$ cat src/assert_macros.svh
// assertion macros used by the date conversion datapath
// no dependencies
`ifndef ASSERT_MACROS_SVH
`define ASSERT_MACROS_SVH

// same-cycle implication, checked outside reset
`define ASSERT_SAME(lbl, clk, rstn, ante, cons) \
    lbl: assert property (@(posedge clk) disable iff (!rstn) (ante) |-> (cons)) \
        else $error("assertion failed");

// next-cycle implication, checked outside reset
`define ASSERT_NEXT(lbl, clk, rstn, ante, cons) \
    lbl: assert property (@(posedge clk) disable iff (!rstn) (ante) |=> (cons)) \
        else $error("assertion failed");

`endif

$ cat src/dtcd_pkg.sv
// types and constants for the day count to calendar date converter
// no dependencies
package dtcd_pkg;

    localparam logic [11:0] YEAR_BASE   = 12'd2000;
    localparam logic [8:0]  DAYS_COMMON = 9'd365;
    localparam logic [8:0]  DAYS_LEAP   = 9'd366;
    localparam logic [6:0]  MOD100_LAST = 7'd99;
    localparam logic [8:0]  MOD400_LAST = 9'd399;
    localparam logic [3:0]  MONTH_FIRST = 4'd1;
    localparam logic [3:0]  MONTH_LAST  = 4'd12;
    localparam logic [3:0]  MONTH_FEB   = 4'd2;
    localparam logic [3:0]  MONTH_APR   = 4'd4;
    localparam logic [3:0]  MONTH_JUN   = 4'd6;
    localparam logic [3:0]  MONTH_SEP   = 4'd9;
    localparam logic [3:0]  MONTH_NOV   = 4'd11;

    typedef struct packed {
        logic load;
        logic year_step;
        logic month_step;
        logic out_load;
    } t_dp_cmd;

    typedef struct packed {
        logic year_done;
        logic month_done;
    } t_dp_sts;

    function automatic logic [4:0] month_length(input logic [3:0] month, input logic leap);
        logic [4:0] len;
        case (month)
            MONTH_FEB: len = leap ? 5'd29 : 5'd28;
            MONTH_APR, MONTH_JUN, MONTH_SEP, MONTH_NOV: len = 5'd30;
            default: len = 5'd31;
        endcase
        return len;
    endfunction

endpackage

$ cat src/dtcd_dp.sv
// datapath: remaining days, year and month counters, output register
// depends on dtcd_pkg and assert_macros.svh
`include "assert_macros.svh"

module dtcd_dp import dtcd_pkg::*; (
    input  logic        i_clk,
    input  logic        i_rst_n,
    input  logic [15:0] i_day_count,
    input  t_dp_cmd     i_cmd,
    output t_dp_sts     o_sts,
    output logic [23:0] o_data
);

    logic [15:0] r_rest, n_rest;
    logic [11:0] r_year, n_year;
    logic [3:0]  r_month, n_month;
    logic [6:0]  r_mod100, n_mod100;
    logic [8:0]  r_mod400, n_mod400;
    logic [23:0] r_data, n_data;
    logic        leap;
    logic [8:0]  year_len;
    logic [4:0]  mon_len;

    assign leap = ((r_year[1:0] == 2'd0) && (r_mod100 != 7'd0)) || (r_mod400 == 9'd0);
    assign year_len = leap ? DAYS_LEAP : DAYS_COMMON;
    assign mon_len  = month_length(r_month, leap);

    assign o_sts.year_done  = r_rest < {7'd0, year_len};
    assign o_sts.month_done = (r_month == MONTH_LAST) || (r_rest < {11'd0, mon_len});

    always_comb begin
        n_rest   = r_rest;
        n_year   = r_year;
        n_month  = r_month;
        n_mod100 = r_mod100;
        n_mod400 = r_mod400;
        n_data   = r_data;
        if (i_cmd.load) begin
            n_rest   = i_day_count;
            n_year   = YEAR_BASE;
            n_month  = MONTH_FIRST;
            n_mod100 = 7'd0;
            n_mod400 = 9'd0;
        end
        if (i_cmd.year_step) begin
            n_rest   = r_rest - {7'd0, year_len};
            n_year   = r_year + 12'd1;
            n_mod100 = (r_mod100 == MOD100_LAST) ? 7'd0 : r_mod100 + 7'd1;
            n_mod400 = (r_mod400 == MOD400_LAST) ? 9'd0 : r_mod400 + 9'd1;
        end
        if (i_cmd.month_step) begin
            n_rest  = r_rest - {11'd0, mon_len};
            n_month = r_month + 4'd1;
        end
        if (i_cmd.out_load) begin
            n_data = {3'd0, r_rest[4:0] + 5'd1, r_month, r_year};
        end
    end

    always_ff @(posedge i_clk) begin
        r_rest   <= n_rest;
        r_year   <= n_year;
        r_month  <= n_month;
        r_mod100 <= n_mod100;
        r_mod400 <= n_mod400;
        r_data   <= n_data;
    end

    assign o_data = r_data;

    `ASSERT_NEXT(a_year_inc, i_clk, i_rst_n, i_cmd.year_step, r_year == $past(r_year) + 12'd1)
    `ASSERT_SAME(a_month_bound, i_clk, i_rst_n, i_cmd.month_step, r_month < MONTH_LAST)
    `ASSERT_SAME(a_day_bound, i_clk, i_rst_n, i_cmd.out_load, r_rest < 16'd31)

endmodule

$ cat src/dtcd_ctrl.sv
// controller: sequences year and month subtraction, runs both handshakes
// depends on dtcd_pkg
module dtcd_ctrl import dtcd_pkg::*; (
    input  logic    i_clk,
    input  logic    i_rst_n,
    input  logic    i_s_tvalid,
    output logic    o_s_tready,
    output logic    o_m_tvalid,
    input  logic    i_m_tready,
    input  t_dp_sts i_sts,
    output t_dp_cmd o_cmd
);

    typedef enum logic [3:0] {
        ST_IDLE   = 4'b0001,
        ST_YEARS  = 4'b0010,
        ST_MONTHS = 4'b0100,
        ST_FINISH = 4'b1000
    } t_state;

    t_state r_state, n_state;
    logic   r_out_valid, n_out_valid;

    always_comb begin
        n_state         = r_state;
        o_cmd           = '0;
        o_s_tready      = 1'b0;
        case (r_state)
            ST_IDLE: begin
                o_s_tready = 1'b1;
                if (i_s_tvalid) begin
                    o_cmd.load = 1'b1;
                    n_state    = ST_YEARS;
                end
            end
            ST_YEARS: begin
                if (i_sts.year_done) begin
                    n_state = ST_MONTHS;
                end else begin
                    o_cmd.year_step = 1'b1;
                end
            end
            ST_MONTHS: begin
                if (i_sts.month_done) begin
                    n_state = ST_FINISH;
                end else begin
                    o_cmd.month_step = 1'b1;
                end
            end
            ST_FINISH: begin
                if (!r_out_valid || i_m_tready) begin
                    o_cmd.out_load = 1'b1;
                    n_state        = ST_IDLE;
                end
            end
            default: begin
                n_state = ST_IDLE;
            end
        endcase
    end

    always_comb begin
        n_out_valid = r_out_valid;
        if (i_m_tready) begin
            n_out_valid = 1'b0;
        end
        if (o_cmd.out_load) begin
            n_out_valid = 1'b1;
        end
    end

    always_ff @(posedge i_clk) begin
        if (!i_rst_n) begin
            r_state     <= ST_IDLE;
            r_out_valid <= 1'b0;
        end else begin
            r_state     <= n_state;
            r_out_valid <= n_out_valid;
        end
    end

    assign o_m_tvalid = r_out_valid;

endmodule

$ cat src/days_to_calendar_date_core.sv
// day count since 2000-01-01 to gregorian year, month and day
// the loaded day count has whole years, then whole months subtracted before the result is registered
// the next item is taken only after the previous result has entered the output register
// a finished result waits in the output register while the next item is taken
// synchronous active-low reset clears the controller and output valid
module days_to_calendar_date_core import dtcd_pkg::*; (
    input  logic        i_clk,
    input  logic        i_rst_n,
    input  logic        s_tvalid,
    output logic        s_tready,
    input  logic [15:0] s_tdata,   // day_count[15:0]
    output logic        m_tvalid,
    input  logic        m_tready,
    output logic [23:0] m_tdata    // year_value[11:0], month_value[15:12], day_value[20:16]
);

    t_dp_cmd cmd;
    t_dp_sts sts;

    dtcd_ctrl u_ctrl (
        .i_clk      (i_clk),
        .i_rst_n    (i_rst_n),
        .i_s_tvalid (s_tvalid),
        .o_s_tready (s_tready),
        .o_m_tvalid (m_tvalid),
        .i_m_tready (m_tready),
        .i_sts      (sts),
        .o_cmd      (cmd)
    );

    dtcd_dp u_dp (
        .i_clk       (i_clk),
        .i_rst_n     (i_rst_n),
        .i_day_count (s_tdata),
        .i_cmd       (cmd),
        .o_sts       (sts),
        .o_data      (m_tdata)
    );

endmodule

$ cat config.mk
export PLATFORM = sky130hd
export DESIGN_NAME = days_to_calendar_date_core
export DESIGN_NICKNAME = d
export VERILOG_FILES = /design/src/dtcd_pkg.sv /design/src/dtcd_dp.sv /design/src/dtcd_ctrl.sv /design/src/days_to_calendar_date_core.sv
export VERILOG_INCLUDE_DIRS = /design/src /design/src/src
export SDC_FILE = /design/constraint.sdc
export NUM_CORES = 1
export LEC_CHECK = 0
export BUFFER_PORTS_ARGS = -buffer_cell sky130_fd_sc_hd__buf_4
export CAP_MARGIN = 20
export CORE_ASPECT_RATIO = 0.5
export CORE_UTILIZATION = 35
export CTS_BUF_LIST = sky130_fd_sc_hd__clkbuf_4 sky130_fd_sc_hd__clkbuf_8
export DETAILED_ROUTE_END_ITERATION = 6
export PLACE_DENSITY = 0.63
export SYNTH_ARGS = -nofsm -noshare
export SYNTH_HDL_FRONTEND = slang
export SYNTH_SLANG_ARGS = --single-unit
export TNS_END_PERCENT = 50
$ cat constraint.sdc
create_clock -name i_clk -period 7.83 [get_ports i_clk]
set_clock_uncertainty 0.1 [all_clocks]
set_input_delay 0.783 -clock i_clk [delete_from_list [all_inputs] [get_ports i_clk]]
set_output_delay 0.783 -clock i_clk [all_outputs]
set_load 0.02 [all_outputs]
==> results of run 1 <==
[state kept, by name, indices dropped and copies added, names as in the netlist]
name,flops
u_dp.r_mod400,9
u_dp.r_month,4
u_ctrl.o_m_tvalid,1
u_dp.o_data,21
u_dp.r_year,12
u_ctrl.r_state,4
u_dp.r_mod100,7
u_dp.r_rest,16
[layout make-up]
cell class / count / area [µm²] / area share
Inverter: 14 / 52.55 / 0.01097
Clock buffer: 9 / 123.9 / 0.02586
Multi-Input combinational cell: 274 / 1815 / 0.3790
Clock inverter: 7 / 82.58 / 0.01724
Sequential cell: 74 / 2172 / 0.4534
Tap cell: 159 / 198.9 / 0.04153
Timing Repair Buffer: 45 / 345.3 / 0.07208
[critical path: cells and delay by family (launching register included)]
| kind | cells | cell delay [ns] |
|---|---|---|
| compound gates | 3 | 1.17 |
| fa+ha+maj | 2 | 0.71 |
| simple gates | 8 | 1.84 |
| flops | 1 | 0.44 |
[worst max path at each step]
| stage | from | to | slack, ns |
|---|---|---|---|
| floorplan | u_dp.r_mod100[2] | u_dp.r_rest[0] | 4.30 |
| global placement | u_dp.r_mod100[2] | u_dp.r_rest[7] | 3.41 |
| detailed placement | u_dp.r_mod100[2] | u_dp.r_rest[5] | 3.24 |
| CTS | u_dp.r_mod100[2] | u_dp.r_rest[7] | 3.21 |
| global route | u_dp.r_mod100[2] | u_dp.r_rest[7] | 2.81 |
| finish | u_dp.r_mod100[2] | u_dp.r_rest[2] | 3.19 |
[placed cells by master (no fill, tap or decap), types with 5 or more instances in the layout]
| cell | Yosys | final |
|---|---|---|
| a21oi_1 | 20 | 20 |
| a22oi_1 | 5 | 5 |
| and3_1 | 15 | 15 |
| buf_4 | 7 | 44 |
| clkbuf_8 | 0 | 9 |
| dfxtp_1 | 5 | 5 |
| edfxtp_1 | 69 | 69 |
| ha_1 | 15 | 15 |
| inv_1 | 14 | 14 |
| nand2_1 | 33 | 33 |
| nand3_1 | 15 | 15 |
| nand4_1 | 5 | 5 |
| nor2_1 | 44 | 44 |
| nor3_1 | 10 | 10 |
| o21ai_0 | 9 | 9 |
| o22ai_1 | 12 | 12 |
| xnor2_1 | 15 | 15 |
| xor2_1 | 14 | 14 |
[cell usage after synthesis, types with 4 or more instances]
library cell	number
inv_1	14
xor2_1	14
o21ai_0	9
edfxtp_1	69
buf_4	7
buf_2	7
nand4_1	5
nor2b_1	4
nand2_1	33
o22ai_1	12
clkbuf_1	4
nand3_1	15
dfxtp_1	5
a21oi_1	20
nor2_1	44
nor3_1	10
ha_1	15
and3_1	15
a22oi_1	5
xnor2_1	15
[layer usage]
metal | global-route usage | vias up | share of wire
met4 | 0.04118 | 0 | 0.0060
met5 | 0 | - | 0
met2 | 0.2448 | 57 | 0.48
met3 | 0.04531 | 4 | 0.039
li1 | - | 1484 | -
met1 | 0.1905 | 1436 | 0.48
[stage by stage]
step | total power [mW] | util | std cells | instance area, µm² | hold WS [ns]
2_1_floorplan | 0.8554 | - | 381 | 4145 | 0.3412
3_3_place_gp | 0.9374 | 0.4062 | 565 | 4569 | 0.3648
3_5_place_dp | 0.9436 | 0.4062 | 565 | 4569 | 0.3718
4_1_cts | 1.262 | 0.4245 | 581 | 4776 | 0.3964
5_1_grt | 1.332 | 0.4259 | 582 | 4791 | 0.4043
6_report | 1.252 | 0.4259 | 582 | 4791 | 0.3861
[report_power, final]
| group | total [mW] | internal (mW) | leakage (nW) | switching, mW |
|---|---|---|---|---|
| sequential | 0.622 | 0.527 | 0.670 | 0.0945 |
| clock | 0.314 | 0.153 | 0.0988 | 0.161 |
| combinational | 0.316 | 0.131 | 0.962 | 0.185 |
[logic make-up (layout without fill, tap and decap cells)]
group | after synthesis | in the layout | share of synthesized area
and+or+nand+nor | 152 | 152 | 0.1938
DFF | 74 | 74 | 0.5249
AOI/OAI and AO/OA | 73 | 73 | 0.1237
buffers and inverters | 33 | 75 | 0.04022
xor gates and xnor gates | 29 | 29 | 0.06139
adders and majority gates | 17 | 17 | 0.05504
other | 1 | 3 | 0.0009063
==> key figures, run 1 <==
Die
  – Core area: 11250 µm²
  – DIE AREA: 12290 µm²
  – Die W: about 160 µm
  – Initial Utilization: 0.3678
  – IO Pins: 46
  – FP Rows: 27
  – Die H: 78.89 µm

Setup path
  – Reg-to-reg startpoint: u_dp.r_mod100[2]
  – Worst Path Arrival: around 4.5 ns
  – Worst reg2reg setup slack: 3.19 ns
  – Critical Path Source Type: flop
  – CP Capture Type: flop
  – Crit path cell chain: nor3_1 > nand3_1 > a21oi_1 > nand2_1 > nand2_1 > o21ai_0 > ha_1 > fa_1 > and4b_4 > nor4_2 > a31oi_2 > nor2_1 > nand2_1
  – Crit-path max FO: 19
  – CP peak stage delay: ~0.74 ns
  – R2r worst-path depth: 13
  – CP Class: reg -> reg
  – Critical R2R Capture: u_dp.r_rest[2]
  – Max stage delay cell, worst path: a31oi_2
  – Cell mode on critical path: nand2_1
  – Data required, critical path: 7.71 ns

Finish
  – Share of cells above drive strength 1: 0.1915
  – Fillcell total: between 1000 and 1500
  – Nets: between 400 and 500
  – Diodes inserted: 0
  – Area growth syn-to-layout: 15.78%

Timing
  – Final hold violation count: 0
  – Fin Setup TNS: 0 ns
  – Tmin final: 4.642 ns
  – Fmax: between 0.2 and 0.25 GHz
  – Final Cycle Share: 0.5929
  – Pins Over Slew Limit: 0
  – Worst setup margin: 3.188 ns
  – RSZ-0062 raised after global routing: false
  – Relative slew slack: 0.3363
  – Finish-stage setup viols: 0
  – Measured slew at the worst slew-check pin: 0.9925 ns

Yosys
  – Synth top area cells: edfxtp_1 (50%), ha_1 (4.5%), nor2_1 (4.0%)
  – EDFF count, synth: 69
  – Synthesized area per cell: around 11 µm²
  – Dominant cell type by area after synthesis: edfxtp_1
  – Top FF cell, synth: edfxtp_1
  – Yosys cell types: between 50 and 60
  – Seq cells post-synth: 74
  – Synth Warn #: 0
  – Synth Cell Area: 4138 µm²
  – Register area share after synthesis: 0.5249
  – Post-Syn Instances: 379
  – Yosys top cell area share: 0.5008
  – Post-synth ARST share: 0

Placed design
  – DP HPWL: 5855 µm
  – Pre-CTS WS: 3.242 ns
  – GPL Wtd Cong: 0.8394
  – Port bufs: 42

Route
  – 1st-pass router iterations: 4
  – Routed via count: 2981
  – Post-route ant nets: 0
  – Routed vias/inst: 5.122
  – DR DRC count: 0
  – Drt total wl: 8489 µm
  – Wire length per cell: 14.59 µm
  – Number of DRC markers in iteration 0: between 150 and 200

Global route
  – Vias in the first global route: roughly 2800
  – Antenna violations before repair: 0
  – Pin count of the biggest net entering global routing: 30
  – Total congestion overflow: 0
  – Global-route wire length before repair: 13970 µm
  – Gr usage total: 0.1488

Clocking
  – # hold bufs at CTS: 0
  – Clk buf depth: 2
  – Clock Sinks: 74
  – Total CTS buffers: 9
  – CTS tree: built
  – Post-CTS sizing: 0
  – Max H-tree Level: 3
  – Post-CTS Setup Inserts: 0
  – Clock-pin slew on the worst setup and hold paths: 0.09 ns
  – Clk_lat worst skew: 0.36 ns
  – Root Buffer: clkbuf_8

Pwr
  – Peak supply drop: 0.00008277 V
  – Pwr/cell area: 261.3 nW/µm²
  – Lkg Pwr: 1.730 nW

Job
  – Max-cap violations: 0

Min path
  – Hold_sp: u_dp.r_year[11]
  – Worst Hold Path EP: u_dp.o_data[11]
  – Cells on Worst Hold Path: 0
  – Hold crit path type: reg -> reg

Status
  – Run status: finished clean
Power figures use the tool's default switching activity.
==> run 2: changes to the inputs <==
==> constraint.sdc (replaced) <==
create_clock -name i_clk -period 4.4 [get_ports i_clk]
set_clock_uncertainty 0.1 [all_clocks]
set_input_delay 0.44 -clock i_clk [delete_from_list [all_inputs] [get_ports i_clk]]
set_output_delay 0.44 -clock i_clk [all_outputs]
set_load 0.02 [all_outputs]
==> run 2 against run 1 <==
  * Power grew 77%
  * Via count decreased by 0.70%
  * Core utilization up 0.28 points
  * Register-to-register slack worse by 2.8 ns
  * Critical path depth stayed put
  * Non-clock buffer count up 5
  * Final cell count increased by 0.86%
==> key figures, run 2 (synthesis results as in run 1) <==
Timing
  – Fin Setup TNS: 0 ns
  – Final hold violation count: 0
  – Tmin final: between 4 and 5 ns
  – Finish-stage setup viols: 0
  – Measured slew at the worst slew-check pin: 0.7466 ns
  – Fmax: 0.2489 GHz
  – RSZ-0062 raised after global routing: false
  – Final Cycle Share: 0.9133
  – Relative slew slack: 0.4977
  – Pins Over Slew Limit: 0

Clocking
  – Max H-tree Level: 3
  – # hold bufs at CTS: 0
  – Root Buffer: clkbuf_8
  – Clock Sinks: 74
  – Clk buf depth: 2
  – Clock-pin slew on the worst setup and hold paths: 0.08 ns
  – Clk_lat worst skew: 0.36 ns
  – CTS tree: built
  – Post-CTS Setup Inserts: 0
  – Post-CTS sizing: 0
  – Total CTS buffers: 9

Global route
  – Global-route wire length before repair: 13830 µm
  – Total congestion overflow: 0
  – Antenna violations before repair: 0
  – Vias in the first global route: about 2900
  – Pin count of the biggest net entering global routing: 30
  – Gr usage total: 0.1474

Die
  – IO Pins: 46
  – Core area: 11250 µm²
  – Die W: 155.8 µm
  – Initial Utilization: 0.3678
  – DIE AREA: 12290 µm²
  – Die H: 78.89 µm
  – FP Rows: 27

Finish
  – Most common cell after layout, fill and taps aside: edfxtp_1
  – Diodes inserted: 0
  – Area growth syn-to-layout: 16.54%
  – Most frequent cells in the layout: edfxtp_1 (69), buf_4 (49), nor2_1 (44)
  – Nets: 460
  – Post-layout util: 0.4287
  – Fillcell total: 1075
  – Post-route cell area: 4822 µm²
  – Max reg flops: 21
  – Non-Filler Instances: 587
  – Share of cells above drive strength 1: 0.2009

Setup path
  – CP Capture Type: flop
  – Worst Path Arrival: 4.03 ns
  – CP Class: reg -> reg
  – Critical Path Source Type: flop
  – Crit-path leading delay family: simple AND/OR/NAND/NOR gates
  – Crit-path max FO: 19
  – Crit path cell chain: nor4_1 > and3_1 > a21oi_1 > nand2_1 > nand2_1 > o21ai_0 > ha_1 > fa_1 > and4b_4 > nor4_2 > a31o_2 > nand2_1 > o221a_2
  – Cell mode on critical path: nand2_1
  – Max stage delay cell, worst path: a31o_2
  – Data required, critical path: 4.41 ns
  – CP peak stage delay: around 0.48 ns
  – CP Buf/Inv Count: 0

Route
  – Number of DRC markers in iteration 0: roughly 220
  – Routed vias/inst: between 5 and 6
  – 1st-pass router iterations: 4
  – Routed via count: 2960
  – Drt total wl: 8427 µm
  – DR DRC count: 0
  – Wire length per cell: 14.36 µm
  – Post-route ant nets: 0

Pwr
  – Switch share: 0.3475
  – P_int: 1.447 mW
  – Lkg Pwr: 1.753 nW
  – Combinational Power Share: 0.260
  – Net Switching: 0.7707 mW
  – Peak supply drop: 0.0001479 V
  – Pwr/cell area: around 460 nW/µm²
  – Total power: 2.218 mW
  – Part of the power in the clock network: 0.244
  – Reg power frac: 0.495

Job
  – Max-cap violations: 0

Placed design
  – Inst Count DP: 570
  – DP HPWL: 5852 µm
  – Post-placement cell area: 4607 µm²
  – GPL Wtd Cong: 0.8106
  – Port bufs: 42

Status
  – Run status: finished clean

Min path
  – Hold crit path type: in -> reg
## run 2: cell types whose count changed in the layout (fill, tap and decap cells not counted)
cell,before,now
inv_6,3,2
clkinv_4,0,1
clkinv_2,0,1
inv_8,1,0
buf_4,44,49
## run 2: routing by layer
metal  track usage  share of wire
met2        0.2381           0.47
met5             0              0
met3       0.04749          0.040
met4       0.04412         0.0040
met1        0.1892           0.48
## run 2: area by class of cell
type                       count  area, µm²  share of cell area
clock inverter                 7      76.32             0.01583
inverter                      14      52.55             0.01090
timing repair buffer          50      382.9             0.07940
multi-input combinational    274       1815              0.3765
tap                          159      198.9             0.04126
clock buffer                   9      123.9             0.02569
sequential                    74       2172              0.4504
## run 2: power groups by stage
| stage | sequential [mW] | combinational, mW | clock, mW |
|---|---|---|---|
| 6_report | 1.10 | 0.577 | 0.542 |
| 5_1_grt | 1.12 | 0.650 | 0.594 |
| 4_1_cts | 1.10 | 0.582 | 0.562 |
| 3_5_place_dp | 1.11 | 0.579 | 0 |
| 3_3_place_gp | 1.11 | 0.573 | 0 |
| 2_1_floorplan | 1.04 | 0.483 | 0 |
## run 2: worst paths after layout
kind	slack, ns	to	depth (start not counted)	from
worst max-delay path	0.38	u_dp.r_rest[4]	13	u_dp.r_mod400[2]
worst min-delay path	0.22	u_ctrl.r_state[1]	2	i_rst_n
worst max register to register	0.38	u_dp.r_rest[4]	13	u_dp.r_mod400[2]
worst min register to register	0.39	u_dp.o_data[5]	0	u_dp.r_year[5]
## run 2: through the flow
| step | setup slack, ns | hold slack, ns |
|---|---|---|
| finish | 0.3817 | 0.2237 |
| global route | 0.09473 | 0.2026 |
| CTS | 0.3695 | 0.1948 |
| detailed placement | 0.3945 | 0.3657 |
| global placement | 0.5052 | 0.3728 |
| floorplan | 0.8673 | 0.3412 |
## run 2: worst reg2reg max path, delay by kind of cell, from the launching register on
| family | cells | cell delay [ns] |
|---|---|---|
| flops | 1 | 0.46 |
| fa+ha+maj | 2 | 0.54 |
| simple gates | 7 | 1.56 |
| compound gates | 4 | 1.12 |
